<file path="src/design/lsrc_div_stage.sv">
// ---------------------------------------------------------------------------
// lsrc_div_stage: one registered restoring-division step
// Carries the remainder, divisor and quotient of one lane forward by one bit.
// ---------------------------------------------------------------------------
module lsrc_div_stage #(
  parameter int unsigned NumBits  = 18,
  parameter int unsigned QuoBits  = 24
) (
  input  logic               clk_i,
  input  logic               en_i,
  input  logic [NumBits-1:0] rem_i,
  input  logic [NumBits-1:0] den_i,
  input  logic [QuoBits-1:0] quo_i,
  output logic [NumBits-1:0] rem_o,
  output logic [NumBits-1:0] den_o,
  output logic [QuoBits-1:0] quo_o
);

  logic [NumBits:0]   sh;
  logic               ge;
  logic [NumBits-1:0] rem_d, rem_q, den_q;
  logic [QuoBits-1:0] quo_d, quo_q;

  always_comb begin
    sh    = {rem_i, 1'b0};
    ge    = sh >= {1'b0, den_i};
    rem_d = ge ? NumBits'(sh - {1'b0, den_i}) : NumBits'(sh);
    quo_d = {quo_i[QuoBits-2:0], ge};
  end

  always_ff @(posedge clk_i) begin
    if (en_i) begin
      rem_q <= rem_d;
      den_q <= den_i;
      quo_q <= quo_d;
    end
  end

  assign rem_o = rem_q;
  assign den_o = den_q;
  assign quo_o = quo_q;

endmodule

</file>
<file path="config.mk">
export PLATFORM = sky130hd
export DESIGN_NAME = lsrc_div_stage
export DESIGN_NICKNAME = d
export VERILOG_FILES = /design/src/design/lsrc_div_stage.sv
export SDC_FILE = /design/constraint.sdc
export NUM_CORES = 1
export LEC_CHECK = 0
export ABC_CLOCK_PERIOD_IN_PS = 2300
export BUFFER_PORTS_ARGS = -buffer_cell sky130_fd_sc_hd__buf_2
export CORE_ASPECT_RATIO = 1.75
export CORE_MARGIN = 2
export CORE_UTILIZATION = 44
export CTS_CLUSTER_DIAMETER = 80
export CTS_CLUSTER_SIZE = 28
export DETAILED_ROUTE_END_ITERATION = 12
export PLACE_DENSITY = 0.81
export SYNTH_ARGS = -nofsm -noshare
export SYNTH_HDL_FRONTEND = slang
export SYNTH_SLANG_ARGS = --single-unit
export TNS_END_PERCENT = 50
</file>
<file path="constraint.sdc">
create_clock -name clk_i -period 2.3 [get_ports clk_i]
set_clock_uncertainty 0.15 [all_clocks]
set_input_delay 0 -clock clk_i [delete_from_list [all_inputs] [get_ports clk_i]]
set_output_delay 0 -clock clk_i [all_outputs]
set_load 0.02 [all_outputs]
</file>
# After elaboration in Yosys (flattened, before gate mapping)
# Cells that the tools add are included.
word_totals:
  ff_bits: 60
  out_inout_bits: 60
  input_bits: 62
classes:
  magnitude_cmp: 1
  mux: 1
  addsub: 1
op_table:
  columns: ["operator", "count"]
  rows:
  - [">= comparator 19 x 18 -> 1 bit", 1]
  - ["two-way mux 18 bit", 1]
  - ["subtractor 18 bit", 1]

# Depth between registers and ports, before layout
depth:
  word_depth: 2
  depth_mapped: 11
  depth_no_buf: 10

# Worst setup path before layout
# Ideal clock, no wire load.
synth_timing:
  kind: "input to register"
  start: "in den_i[10]"
  end: "reg rem_q[10] (netlist: rem_o[10]), data pin"
  setup_slack_ps: 113
  cell_stages: 10
  arrival_time_ps: 1777
  cell_sequence: "inv_1 > ha_1 > nand3_2 > or3_4 > a21oi_4 > o21a_4 > nor2_8 > inv_8 > buf_12 > mux2_4"
synth_via:
  elab_chain_cells: 2
  elab_cells_between_ends: 3
synth_rtl:
  columns: ["element", "line", "rtl"]
  rows:
  - ["from (decl)", "12", "input logic [NumBits-1:0] den_i,"]
  - [">= comparator 19 x 18 -> 1 bit", "26", "ge = sh >= {1'b0, den_i};"]
  - ["via ge", "20", "logic ge;"]
  - ["two-way mux 18 bit", "27", "rem_d = ge ? NumBits'(sh - {1'b0, den_i}) : NumBits'(sh);"]
  - ["via rem_d[10]", "21", "logic [NumBits-1:0] rem_d, rem_q, den_q;"]
  - ["to (signal assigned)", "33", "rem_q <= rem_d;"]
  - ["to (decl)", "21", null]
# The timed path passes the listed nets, and every way through them passes these cells.
# A chain may end at the register's enable or synchronous reset.

# Worst setup path after layout
layout_timing:
  start: "in den_i[15]"
  end: "reg rem_q[6] (netlist: rem_o[6]), data pin"
layout_via:
  elab_chain_cells: 2
layout_rtl:
  columns: ["element", "line"]
  rows:
  - [">= comparator 19 x 18 -> 1 bit", "26"]
  - ["two-way mux 18 bit", "27"]
  - ["via rem_d[6]", "21"]
# The timed path passes the listed nets, and every way through them passes these cells.

==> flow_metrics.py <==
metrics = {
    "floorplanning": {
        "die_y_um": 116,
        "dieWidth_um": 67.8,
        "num_rows": 40,
        "num_io_pins": 122,
        "start_util_pct": 45.6,
        "die_area_mm2": 0.00783,
        "core_mm2": 0.00686,
    },
    "worst_setup_path": {
        "crit_path_start_kind": "input pin",
        "slowest_stage": "dlygate4sd3_1",
        "cp-end-kind": "register",
        "max_stage_delay_ns": 0.51,
        "critical_path_peak_fanout": 14,
        "cp.arrival_ns": 2.18,
        "path_cells": "dlygate4sd3_1 -> buf_2 -> inv_1 -> ha_1 -> nand3_1 -> nor3_2 -> buf_4 -> o21a_4 -> nor2_8 -> inv_8 -> mux2_2",
        "worstPathRequired_ns": 2.23,
        "worstSetupPathType": "input pin to register",
    },
    "outcome": {
        "status": "complete, no violations",
    },
    "placed_design": {
        "dp_slack_ns": -0.0664,
        "port_buffers": 120,
        "gp_congestion": 0.939,
        "dp_hpwl_um": 5450,
    },
    "detailed_routing": {
        "vias_per_cell": 5.05,
        "avgRoutedWirePerCell_um": 15.4,
        "ant_nets": 0,
        "route.vias.total": 2680,
        "drtIter0Drc": 209,
        "wirelength_um": 8180,
        "dr.pass1.iters": 4,
        "drc": 0,
    },
    "final_layout": {
        "layout-drive-gt1-share_pct": 40.0,
        "n_fill_cell": 480,
        "fin_util_pct": 70.4,
        "syn_to_final_growth_pct": 54.2,
        "antenna_cells": 0,
        "nets": 524,
        "multi_input_area_mm2": 0.00120,
        "register_area_mm2": 0.00180,
    },
    "run": {
        "cap_violations": 0,
    },
    "yosys": {
        "synth_top_family_by_area": "compound AO/OA/AOI/OAI gates",
        "synth_top_area_share_pct": 57.6,
        "synthMuxAreaShare_pct": 4.68,
        "yosysWarnings": 0,
        "synth_edf_count": 60,
        "syn_inst": 236,
        "synth_compound_area_share_pct": 13.8,
        "synth-adder-area-share_pct": 7.84,
        "yosysUniqueCellTypes": 55,
        "syn_area_per_cell_um2": 13.3,
        "ys_seq_elements": 60,
        "synth-async-reset-ratio_pct": 0,
        "yosys-top-cells-area": "edfxtp_1 (58%), ha_1 (7.2%), inv_1 (2.9%)",
        "synth_seq_area_share_pct": 57.6,
        "synth_top_cell_by_area": "edfxtp_1",
        "synth-main-ff-cell": "edfxtp_1",
        "synthSimpleGateAreaFrac_pct": 9.28,
        "synth_xor_area_share_pct": 2.24,
        "syn_nets": 317,
        "syn_area_mm2": 0.00313,
    },
    "cts": {
        "clockRootBuffer": "clkbuf_16",
        "cts_made_buffers": 9,
        "cts_buffer_depth": 2,
        "cts_tree": "yes",
        "postCtsSetupBuffers": 0,
        "clkSinkCount": 60,
        "path_clk_slew_ns": 0.05,
        "cts_max_level": 3,
    },
    "pwr": {
        "power.leakage_nw": 2.14,
        "ir_drop_mv": 0.557,
        "power.density_mw_per_mm2": 695,
        "finalPower_mw": 3.35,
    },
    "grt": {
        "antenna_found_initial": 0,
        "grt_pass1_wl_um": 12600,
        "grt_usage_pct": 22.1,
        "grt_max_degree": 61,
        "grt_pass1_vias": 2725,
        "overflow": 0,
    },
    "sta": {
        "worst_pin_slew_ns": 0.588,
        "setup_ws_ns": 0.0485,
        "fin_crit_sh_pct": 97.9,
        "drv_slew": 0,
        "period_needed_ns": 2.25,
        "hold_violations": 0,
        "maxClockFrequency_mhz": 444,
        "setup_violations": 0,
        "rsz0062_at_grt": "yes",
        "relSlewSlack_pct": 59.8,
    },
    "min_path": {
        "hold_class": "input pin to register",
    },
}
state kept, by name (all words and copies together), names as in the netlist:
name	cells
quo_o	24
den_o	18
rem_o	18
per-stage QoR:
step	std cells	hold slack (ns)	setup TNS, ns	instance area, um2
after floorplan	236	-0.0511	0	3130
after global placement	457	0.0268	0	3960
after detailed placement	457	0.0283	-0.0664	3960
after CTS	531	0.0358	0	4800
after global routing	531	0.0513	-0.171	4830
final	531	0.0291	0	4830
cell usage after synthesis (3+ instances only):
cell type / number
nor3_1: 7
nand2_1: 13
mux2_4: 6
ha_1: 18
o21a_1: 7
nor2_1: 9
a31oi_1: 5
a21oi_1: 13
mux2_2: 5
o21ai_0: 6
inv_1: 24
a211o_1: 3
nand3_1: 5
edfxtp_1: 60
xnor2_1: 7
area by class of cell:
class,instances,area share (%)
inverters,25,2.10
flip-flops and latches,60,37.3
repair buffers,200,28.3
clock inverters,4,0.363
clock buffers,11,4.82
multi-input cells,147,24.9
well taps,84,2.18
worst max-delay path, delay by kind of cell:
family	cells	cell delay, ns
buffers and inverters	5	0.93
adder cells (fa/ha/maj)	1	0.30
AND/OR/NAND/NOR	3	0.44
multiplexers	1	0.35
AO/OA/AOI/OAI	1	0.15
report_power, final:
group	switching [mW]	internal, mW
Sequential	0.0248	1.34
Clock	0.439	0.709
Combinational	0.452	0.389
cells in the final DEF, fill, tap and decap left out, types with 3 or more instances in the layout:
cell type / n
clkbuf_16: 9
ha_1: 17
buf_2: 120
a31oi_1: 5
nand3_1: 5
nand2_1: 13
buf_4: 19
mux2_4: 6
dlygate4sd3_1: 59
o21a_1: 7
mux2_2: 5
nor3_1: 6
a21oi_1: 13
a211o_1: 3
nor2_1: 9
edfxtp_1: 60
xnor2_1: 7
inv_1: 24
o21ai_0: 6
what timing repair did:
| action | 4_1_cts | 5_1_grt |
|---|---|---|
| endpoints found under the hold margin | 59 | 0 |
| hold buffers | 59 | 0 |
| endpoints found under the setup margin | 0 | 12 |
| resized for setup | 0 | 3 |
path summary, 6_finish.rpt:
kind              startpoint  slack, ns  depth (start not counted)   endpoint
setup / recovery   den_i[15]       0.05                         11   rem_o[6]
hold / removal          en_i       0.03                          2  den_o[15]
cell families after synthesis:
kind of cell             count (synthesis)
XOR/XNOR                                 8
multiplexers                            11
flip-flops                              60
adder cells (fa/ha/maj)                 19
buffers and inverters                   29
AO/OA/AOI/OAI                           58
AND/OR/NAND/NOR                         51
metal layers:
| layer | global-route usage [%] | vias up | part of all wire (%) |
|---|---|---|---|
| li1 | - | 1309 | - |
| met1 | 22.4 | 1265 | 36 |
| met2 | 40.8 | 89 | 56 |
| met3 | 4.37 | 17 | 5.4 |
| met4 | 11.6 | 0 | 2.5 |
| met5 | 0 | - | 0 |
Note: power is estimated with default switching activity, not from simulation.
